### src/hdl/tld_pkg.sv
// Shared types and constants for the tty line discipline.
// Holds character codes, register indexes, FSM states and the control/status bundles.
// No dependencies.
`default_nettype none

package tld_pkg;

    localparam logic [7:0] CH_LF  = 8'h0A;
    localparam logic [7:0] CH_CR  = 8'h0D;
    localparam logic [7:0] CH_DEL = 8'h7F;

    localparam int CAP_W = 6;

    localparam logic [1:0] REG_ECHO_ENABLE      = 2'd0;
    localparam logic [1:0] REG_IN_NEWLINE_CRLF  = 2'd1;
    localparam logic [1:0] REG_OUT_NEWLINE_CRLF = 2'd2;
    localparam logic [1:0] REG_LINE_CAPACITY    = 2'd3;

    typedef enum logic [2:0] {
        ST_IDLE,
        ST_DECODE,
        ST_STORE_LF,
        ST_ECHO_CR,
        ST_ECHO_CHAR,
        ST_LINE_CHECK,
        ST_LINE_FETCH,
        ST_LINE_SEND
    } tld_state_t;

    typedef struct packed {
        logic accept;
        logic store_cr;
        logic store_char;
        logic drop;
        logic echo_cr;
        logic echo_char;
        logic line_start;
        logic line_emit;
    } tld_cmd_t;

    typedef struct packed {
        logic is_del;
        logic is_lf;
        logic fill_zero;
        logic crlf_room;
        logic line_end;
        logic line_last;
        logic out_free;
    } tld_sts_t;

endpackage

`default_nettype wire

### src/hdl/tld_datapath.sv
// Datapath of the tty line discipline: line store, fill count, output register.
// Driven by tld_controller through tld_cmd_t; uses tld_pkg.
`default_nettype none

module tld_datapath
    import tld_pkg::*;
#(
    parameter int LINE_DEPTH = 32
) (
    input  wire logic             aclk,
    input  wire logic             aresetn,
    input  wire tld_cmd_t         cmd,
    output tld_sts_t              sts,
    input  wire logic [7:0]       s_received_byte,
    input  wire logic [CAP_W-1:0] line_capacity,
    input  wire logic             m_ready,
    output logic                  m_valid,
    output logic                  m_channel,
    output logic [7:0]            m_data_byte,
    output logic                  m_last
);

    localparam int AW = $clog2(LINE_DEPTH);
    localparam int CW = $clog2(LINE_DEPTH + 1);

    logic [7:0]    mem [LINE_DEPTH];
    logic [7:0]    char_reg;
    logic [7:0]    rd_data_reg;
    logic [CW-1:0] fill_reg, fill_next;
    logic [AW-1:0] rd_idx_reg, rd_idx_next;
    logic          m_valid_reg, m_valid_next;
    logic          m_channel_reg;
    logic [7:0]    m_data_reg;
    logic          m_last_reg;
    logic [CW-1:0] cap;
    logic          is_cr;
    logic          store_ok;
    logic          out_load;
    logic [AW-1:0] rd_idx_inc;

    // Clamp capacity into 1..LINE_DEPTH
    always_comb begin
        if (line_capacity == '0) begin
            cap = CW'(1);
        end else if (line_capacity > CAP_W'(LINE_DEPTH)) begin
            cap = CW'(LINE_DEPTH);
        end else begin
            cap = CW'(line_capacity);
        end
    end

    assign is_cr         = (char_reg == CH_CR);
    assign store_ok      = (fill_reg < CW'(LINE_DEPTH));
    assign rd_idx_inc    = rd_idx_reg + AW'(1);

    assign sts.is_del    = (char_reg == CH_DEL);
    assign sts.is_lf     = (char_reg == CH_LF);
    assign sts.fill_zero = (fill_reg == '0);
    assign sts.crlf_room = ((CW + 1)'(fill_reg) + (CW + 1)'(1)) < (CW + 1)'(cap);
    assign sts.line_end  = is_cr || sts.is_lf || (fill_reg >= cap);
    assign sts.line_last = ((CW'(rd_idx_reg) + CW'(1)) == fill_reg);
    assign sts.out_free  = !m_valid_reg || m_ready;

    assign out_load = cmd.echo_cr || cmd.echo_char || cmd.line_emit;

    always_comb begin
        fill_next = fill_reg;
        if (cmd.drop) begin
            fill_next = fill_reg - CW'(1);
        end else if ((cmd.store_cr || cmd.store_char) && store_ok) begin
            fill_next = fill_reg + CW'(1);
        end else if (cmd.line_emit && sts.line_last) begin
            fill_next = '0;
        end
    end

    always_comb begin
        rd_idx_next = rd_idx_reg;
        if (cmd.line_start) begin
            rd_idx_next = '0;
        end else if (cmd.line_emit) begin
            rd_idx_next = rd_idx_inc;
        end
    end

    always_comb begin
        if (out_load) begin
            m_valid_next = 1'b1;
        end else if (m_ready) begin
            m_valid_next = 1'b0;
        end else begin
            m_valid_next = m_valid_reg;
        end
    end

    always_ff @(posedge aclk) begin
        if (!aresetn) begin
            fill_reg    <= '0;
            rd_idx_reg  <= '0;
            m_valid_reg <= 1'b0;
        end else begin
            fill_reg    <= fill_next;
            rd_idx_reg  <= rd_idx_next;
            m_valid_reg <= m_valid_next;
        end
    end

    // Line store: one write port at the fill point, one registered read port
    always_ff @(posedge aclk) begin
        if ((cmd.store_cr || cmd.store_char) && store_ok) begin
            mem[fill_reg[AW-1:0]] <= cmd.store_cr ? CH_CR : char_reg;
        end
        if (cmd.line_start) begin
            rd_data_reg <= mem[0];
        end else if (cmd.line_emit && ((CW'(rd_idx_reg) + CW'(1)) < CW'(LINE_DEPTH))) begin
            // prefetch the next entry while this one goes out
            rd_data_reg <= mem[rd_idx_inc];
        end
    end

    always_ff @(posedge aclk) begin
        if (cmd.accept) begin
            char_reg <= s_received_byte;
        end
        if (cmd.echo_cr) begin
            m_channel_reg <= 1'b0;
            m_data_reg    <= CH_CR;
            m_last_reg    <= 1'b0;
        end else if (cmd.echo_char) begin
            m_channel_reg <= 1'b0;
            m_data_reg    <= char_reg;
            m_last_reg    <= !sts.line_end;
        end else if (cmd.line_emit) begin
            m_channel_reg <= 1'b1;
            m_data_reg    <= rd_data_reg;
            m_last_reg    <= sts.line_last;
        end
    end

    assign m_valid     = m_valid_reg;
    assign m_channel   = m_channel_reg;
    assign m_data_byte = m_data_reg;
    assign m_last      = m_last_reg;

    a_cmd_onehot: assert property (@(posedge aclk) disable iff (!aresetn)
        $onehot0({cmd.store_cr, cmd.store_char, cmd.drop, cmd.echo_cr, cmd.echo_char,
                  cmd.line_start, cmd.line_emit}))
        else $error("more than one datapath command at once");

    a_store_room: assert property (@(posedge aclk) disable iff (!aresetn)
        (cmd.store_cr || cmd.store_char) |-> store_ok)
        else $error("line store written while full");

    a_line_clear: assert property (@(posedge aclk) disable iff (!aresetn)
        (cmd.line_emit && sts.line_last) |=> (fill_reg == '0))
        else $error("fill count not cleared after last line byte");

    a_load_free: assert property (@(posedge aclk) disable iff (!aresetn)
        out_load |-> sts.out_free)
        else $error("output register overwritten before transfer");

endmodule

`default_nettype wire

### src/hdl/tld_controller.sv
// Controller FSM of the tty line discipline.
// Sequences store, echo and line drain through tld_cmd_t; uses tld_pkg.
`default_nettype none

module tld_controller
    import tld_pkg::*;
(
    input  wire logic     aclk,
    input  wire logic     aresetn,
    input  wire logic     s_valid,
    output logic          s_ready,
    input  wire logic     echo_enable,
    input  wire logic     in_newline_crlf,
    input  wire logic     out_newline_crlf,
    input  wire tld_sts_t sts,
    output tld_cmd_t      cmd
);

    tld_state_t state_reg, state_next;
    tld_state_t echo_target;

    always_comb begin
        if (!echo_enable) begin
            echo_target = ST_LINE_CHECK;
        end else if (sts.is_lf && out_newline_crlf) begin
            echo_target = ST_ECHO_CR;
        end else begin
            echo_target = ST_ECHO_CHAR;
        end
    end

    always_comb begin
        state_next = state_reg;
        case (state_reg)
            ST_IDLE: begin
                if (s_valid) state_next = ST_DECODE;
            end
            ST_DECODE: begin
                if (sts.is_del && sts.fill_zero) begin
                    state_next = ST_IDLE;
                end else if (sts.is_lf && in_newline_crlf && sts.crlf_room) begin
                    state_next = ST_STORE_LF;
                end else begin
                    state_next = echo_target;
                end
            end
            ST_STORE_LF: state_next = echo_target;
            ST_ECHO_CR: begin
                if (sts.out_free) state_next = ST_ECHO_CHAR;
            end
            ST_ECHO_CHAR: begin
                if (sts.out_free) state_next = sts.line_end ? ST_LINE_FETCH : ST_IDLE;
            end
            ST_LINE_CHECK: state_next = sts.line_end ? ST_LINE_FETCH : ST_IDLE;
            ST_LINE_FETCH: state_next = ST_LINE_SEND;
            ST_LINE_SEND: begin
                if (sts.out_free && sts.line_last) state_next = ST_IDLE;
            end
            default: state_next = ST_IDLE;
        endcase
    end

    always_comb begin
        cmd     = '0;
        s_ready = 1'b0;
        case (state_reg)
            ST_IDLE: begin
                s_ready    = 1'b1;
                cmd.accept = s_valid;
            end
            ST_DECODE: begin
                if (sts.is_del) begin
                    cmd.drop = !sts.fill_zero;
                end else if (sts.is_lf && in_newline_crlf && sts.crlf_room) begin
                    cmd.store_cr = 1'b1;
                end else begin
                    cmd.store_char = 1'b1;
                end
            end
            ST_STORE_LF:   cmd.store_char = 1'b1;
            ST_ECHO_CR:    cmd.echo_cr    = sts.out_free;
            ST_ECHO_CHAR:  cmd.echo_char  = sts.out_free;
            ST_LINE_CHECK: cmd            = '0;
            ST_LINE_FETCH: cmd.line_start = 1'b1;
            ST_LINE_SEND:  cmd.line_emit  = sts.out_free;
            default:       cmd            = '0;
        endcase
    end

    always_ff @(posedge aclk) begin
        if (!aresetn) begin
            state_reg <= ST_IDLE;
        end else begin
            state_reg <= state_next;
        end
    end

    a_accept_decode: assert property (@(posedge aclk) disable iff (!aresetn)
        cmd.accept |=> (state_reg == ST_DECODE))
        else $error("accepted character not decoded next cycle");

    a_fetch_send: assert property (@(posedge aclk) disable iff (!aresetn)
        cmd.line_start |=> (state_reg == ST_LINE_SEND))
        else $error("line fetch not followed by drain");

    a_echo_order: assert property (@(posedge aclk) disable iff (!aresetn)
        cmd.echo_cr |=> (state_reg == ST_ECHO_CHAR))
        else $error("echoed CR not followed by the character");

endmodule

`default_nettype wire

### src/hdl/tty_line_discipline.sv
// Top level of the tty line discipline: APB register file plus controller and datapath.
// Instantiates tld_controller and tld_datapath; uses tld_pkg.
//
// Canonical line editing for one terminal. Each received character is taken on the s_
// channel and answered on the m_ channel by zero or more transfers: up to two echo bytes
// (channel 0) and, when the line ends on CR, LF or a full store, the stored line (channel 1);
// m_last marks the final transfer of a character. Line bytes are fetched from the line
// store through a registered read and leave through a one-entry output register, one line
// byte per cycle while m_ready is high; a new character is taken only once the previous
// one is done. Registers: 0x0 echo_enable, 0x4 in_newline_crlf, 0x8 out_newline_crlf,
// 0xC line_capacity (0 acts as 1, above LINE_DEPTH as LINE_DEPTH).
// Write registers only while no character is in flight.
`default_nettype none

module tty_line_discipline
    import tld_pkg::*;
#(
    parameter int LINE_DEPTH = 32
) (
    input  wire logic        aclk,
    input  wire logic        aresetn,
    input  wire logic        s_valid,
    output logic             s_ready,
    input  wire logic [7:0]  s_received_byte,
    output logic             m_valid,
    input  wire logic        m_ready,
    output logic             m_channel,
    output logic [7:0]       m_data_byte,
    output logic             m_last,
    input  wire logic        psel,
    input  wire logic        penable,
    input  wire logic        pwrite,
    input  wire logic [3:0]  paddr,
    input  wire logic [31:0] pwdata,
    output logic [31:0]      prdata,
    output logic             pready
);

    logic             echo_enable_reg;
    logic             in_crlf_reg;
    logic             out_crlf_reg;
    logic [CAP_W-1:0] capacity_reg;
    logic             cfg_write;
    logic [1:0]       reg_index;
    tld_cmd_t         cmd;
    tld_sts_t         sts;

    assign pready    = 1'b1;
    assign reg_index = paddr[3:2];
    assign cfg_write = psel && penable && pwrite && pready;

    always_ff @(posedge aclk) begin
        if (!aresetn) begin
            echo_enable_reg <= 1'b1;
            in_crlf_reg     <= 1'b1;
            out_crlf_reg    <= 1'b1;
            capacity_reg    <= CAP_W'(32);
        end else if (cfg_write) begin
            case (reg_index)
                REG_ECHO_ENABLE:      echo_enable_reg <= pwdata[0];
                REG_IN_NEWLINE_CRLF:  in_crlf_reg     <= pwdata[0];
                REG_OUT_NEWLINE_CRLF: out_crlf_reg    <= pwdata[0];
                REG_LINE_CAPACITY:    capacity_reg    <= pwdata[CAP_W-1:0];
                default:              capacity_reg    <= capacity_reg;
            endcase
        end
    end

    always_comb begin
        case (reg_index)
            REG_ECHO_ENABLE:      prdata = {31'd0, echo_enable_reg};
            REG_IN_NEWLINE_CRLF:  prdata = {31'd0, in_crlf_reg};
            REG_OUT_NEWLINE_CRLF: prdata = {31'd0, out_crlf_reg};
            REG_LINE_CAPACITY:    prdata = {{(32 - CAP_W){1'b0}}, capacity_reg};
            default:              prdata = '0;
        endcase
    end

    tld_controller u_ctrl (
        .aclk             (aclk),
        .aresetn          (aresetn),
        .s_valid          (s_valid),
        .s_ready          (s_ready),
        .echo_enable      (echo_enable_reg),
        .in_newline_crlf  (in_crlf_reg),
        .out_newline_crlf (out_crlf_reg),
        .sts              (sts),
        .cmd              (cmd)
    );

    tld_datapath #(
        .LINE_DEPTH (LINE_DEPTH)
    ) u_dp (
        .aclk            (aclk),
        .aresetn         (aresetn),
        .cmd             (cmd),
        .sts             (sts),
        .s_received_byte (s_received_byte),
        .line_capacity   (capacity_reg),
        .m_ready         (m_ready),
        .m_valid         (m_valid),
        .m_channel       (m_channel),
        .m_data_byte     (m_data_byte),
        .m_last          (m_last)
    );

endmodule

`default_nettype wire
### config.mk
export PLATFORM = sky130hd
export DESIGN_NAME = tty_line_discipline
export DESIGN_NICKNAME = d
export VERILOG_FILES = /design/src/hdl/tld_pkg.sv /design/src/hdl/tld_datapath.sv /design/src/hdl/tld_controller.sv /design/src/hdl/tty_line_discipline.sv
export SDC_FILE = /design/constraint.sdc
export NUM_CORES = 1
export LEC_CHECK = 0
export BUFFER_PORTS_ARGS = -buffer_cell sky130_fd_sc_hd__buf_2
export CAP_MARGIN = 20
export CORE_MARGIN = 3
export CORE_UTILIZATION = 45
export CTS_CLUSTER_DIAMETER = 30
export DETAILED_ROUTE_END_ITERATION = 8
export SYNTH_ARGS = -nofsm -noshare
export SYNTH_HDL_FRONTEND = slang
export SYNTH_HIERARCHICAL = 1
export SYNTH_SLANG_ARGS = --single-unit
### constraint.sdc
create_clock -name aclk -period 5.43 [get_ports aclk]
set_input_delay 1.086 -clock aclk [delete_from_list [all_inputs] [get_ports aclk]]
set_output_delay 1.086 -clock aclk [all_outputs]
set_load 0.02 [all_outputs]
==> results.yml <==
timing:
  fin_crit_ns: 4.53
  finalSetupTns_ns: 0
  finalCritPeriodShare_pct: 83.5
  maxSlewHeadroom_pct: 42.2
  grt_setup_unrepaired: "false"
  fin_skew_ns: 0.0180
  worst_pin_slew_ns: 0.863
  fmax_ghz: 0.221
  setup_viol_count_final: 0
  slew_viol_final: 0
  hold_viol: 0
  holdWs_ns: 0.476
grt:
  grt_pass1_vias: 7655
  grt_overflow: 0
  grt_max_degree: 47
  grt_antenna_before_repair: 0
  track_usage_pct: 18.5
  grt_pass1_wl_mm: 44.5
finish:
  regArea_um2: 8850
  layout-drive-gt1-share_pct: 28.2
  final_cell_area_um2: 16300
  final_cell_count_no_fill: 1419
  area_growth_pct: 20.5
  layout_common_cells: "edfxtp_1 (272), mux4_2 (64), nor2_1 (61), clkbuf_16 (58), nand2_1 (50)"
  fill_cells: 2340
  final_common_cell: "edfxtp_1"
  nets: 1058
  largest_reg_flops: 256
  multiInputGateArea_um2: 4200
  antenna_cells: 0
flow_run:
  cap_violations: 0
floorplanning:
  initial_utilization_pct: 46.4
  die-area_um2: 32100
  chipWidth_um: 179
  die_y_um: 179
  coreArea_um2: 29100
  pin_count: 96
  rows: 62
pwr:
  netSwitchingFraction_pct: 25.2
  power_report.internal_total_mw: 5.42
  p_seq_share_pct: 39.9
  switchingPower_mw: 1.83
  p_per_area_nw_per_um2: 446
  peakVddDrop_mv: 0.262
  pwr-share-clk_pct: 48.9
  leakagePower_nw: 5.70
  p_comb_share_pct: 11.1
cts:
  cts.sinks: 306
  clkTransAtPathRegs_ns: 0.05
  postCtsSetupBuffers: 0
  cts_tree: "built"
  cts.path.max_buffers: 3
  numCtsBuffers: 57
  cts.root.buffer_cell: "clkbuf_16"
  clk_latency_ns: 0.56
  cts_hold_buf: 0
  cts_resized: 0
  htree_levels: 2
min_path:
  worstHoldStart: "capacity_reg[0]"
  holdPathStages: 2
  min_to: "capacity_reg[0]"
  hold_class: "flip-flop to flip-flop"
critical_path:
  cp_data_arrival_time_ns: 4.79
  crit_type: "flip-flop to flip-flop"
  start_kind: "flip-flop"
  cp_max_fo: 10
  r2r_start: "u_dp/fill_reg[1]"
  reg2reg_to: "u_dp/mem[27][3]"
  r2r_cells: 16
  required_ns: 5.69
  rrSetupSlack_ns: 0.90
  critPathCaptureType: "flip-flop"
logic_synthesis:
  synth_top_cells_by_area: "edfxtp_1 (61%), mux4_2 (11%), dfxtp_1 (5.0%)"
  ys_seq_area_share_pct: 65.6
  synth_area_um2: 13500
  synth_edf_count: 272
  async_flop_share_pct: 0
  synth_cells: 882
  syn_area_per_cell_um2: 15.3
  yosys_warnings: 6
  synth-seq-cells: 306
  synth_area_leader_cell: "edfxtp_1"
  synth_top_area_share_pct: 60.5
  synth_ff_type: "edfxtp_1"
  synth_cell_types: 72
route:
  wirelength_mm: 29.5
  avgViaCountPerCell: 5.44
  wl_per_cell_um: 20.8
  drt_iter0_drc: 437
  drc: 0
  antenna_left: 0
  drt-pass1-iter-count: 5
  route.vias.total: 7718
placement:
  hpwl_mm: 18.1
  place_congestion: 0.794
  dp_cells: 1313
  io_buffers: 40
  place_area_um2: 14300
run_status:
  status: "complete, no violations"
## per-layer routing
layer / vias to the layer above / wire (µm) / track usage (%)
met5: - / 0 / 0
met4: 0 / 965 / 7.18
met3: 67 / 1720 / 3.66
met2: 250 / 14100 / 29.2
met1: 3840 / 12700 / 25.4
li1: 3561 / - / -
## per-stage QoR
stage | utilization (%) | total power, mW | worst slack (ns)
floorplan | - | 3.44 | 1.00
global placement | 49.1 | 3.73 | 0.969
detailed placement | 49.1 | 3.74 | 0.969
CTS | 55.9 | 7.31 | 0.939
global route | 55.9 | 7.51 | 0.597
finish | 55.9 | 7.25 | 0.896
## kinds of logic after synthesis
logic type	synth area share [%]
other cells	0.0557
xor+xnor	1.36
mux	13.5
simple gates	7.73
flops	65.6
buf+inv	4.13
fa+ha+maj	1.67
compound gates	5.97
## worst max-delay path, cell delays in order, from the launching register on
cell and delay [ns]:
dfxtp_1 0.56, inv_1 0.21, ha_1 0.38, ha_1 0.30, nor2b_1 0.13, o21a_1 0.16
o21a_1 0.16, o21ai_0 0.17, nand2b_1 0.08, a211oi_1 0.36, nand3_1 0.22, nor3_1 0.21
buf_4 0.21, o21ba_2 0.24, nand2_1 0.40, nor2_1 0.24, buf_4 0.21
## cell usage after synthesis, drive strengths merged, types with 3 or more instances
cell type,count
edfxtp,272
mux4,65
nor2,62
buf,52
nand2,51
inv,41
dfxtp,34
a21oi,33
o21ai,30
mux2i,23
nor2b,21
ha,18
clkbuf,16
o22ai,16
nand2b,13
mux2,11
nor3,11
nand3,10
xor2,10
o21bai,9
xnor2,8
a31oi,6
and3,6
nand3b,5
nor3b,5
or3,4
a211oi,3
a21boi,3
nand4,3
nor4,3
o21a,3
or2,3
## power by group through the flow
stage	Combinational (mW)	Sequential, mW	Clock (mW)
floorplan	0.505	2.94	0
global placement	0.791	2.94	0
detailed placement	0.805	2.94	0
CTS	0.813	2.89	3.61
global route	0.893	2.90	3.71
finish	0.807	2.90	3.55
## worst max-delay path by stage
stage | end | slack, ns | start | depth (start not counted)
floorplan | u_dp/mem[31][0] | 1.00 | u_dp/fill_reg[0] | 16
global placement | u_dp/mem[7][7] | 0.97 | u_dp/fill_reg[1] | 16
detailed placement | u_dp/mem[27][2] | 0.97 | u_dp/fill_reg[1] | 16
CTS | u_dp/mem[27][3] | 0.94 | u_dp/fill_reg[1] | 16
global route | u_dp/mem[23][2] | 0.60 | u_dp/fill_reg[1] | 16
finish | u_dp/mem[27][3] | 0.90 | u_dp/fill_reg[1] | 16
## layout make-up
type                    instances  share of cell area (%)
inverters                      41                   0.947
multi-input cells             492                    25.8
clock buffers                  63                    9.17
repair buffers                 91                    3.66
clock inverters                42                    2.97
flip-flops and latches        306                    54.5
well taps                     384                    2.96
(Power assumes the default switching activity.)
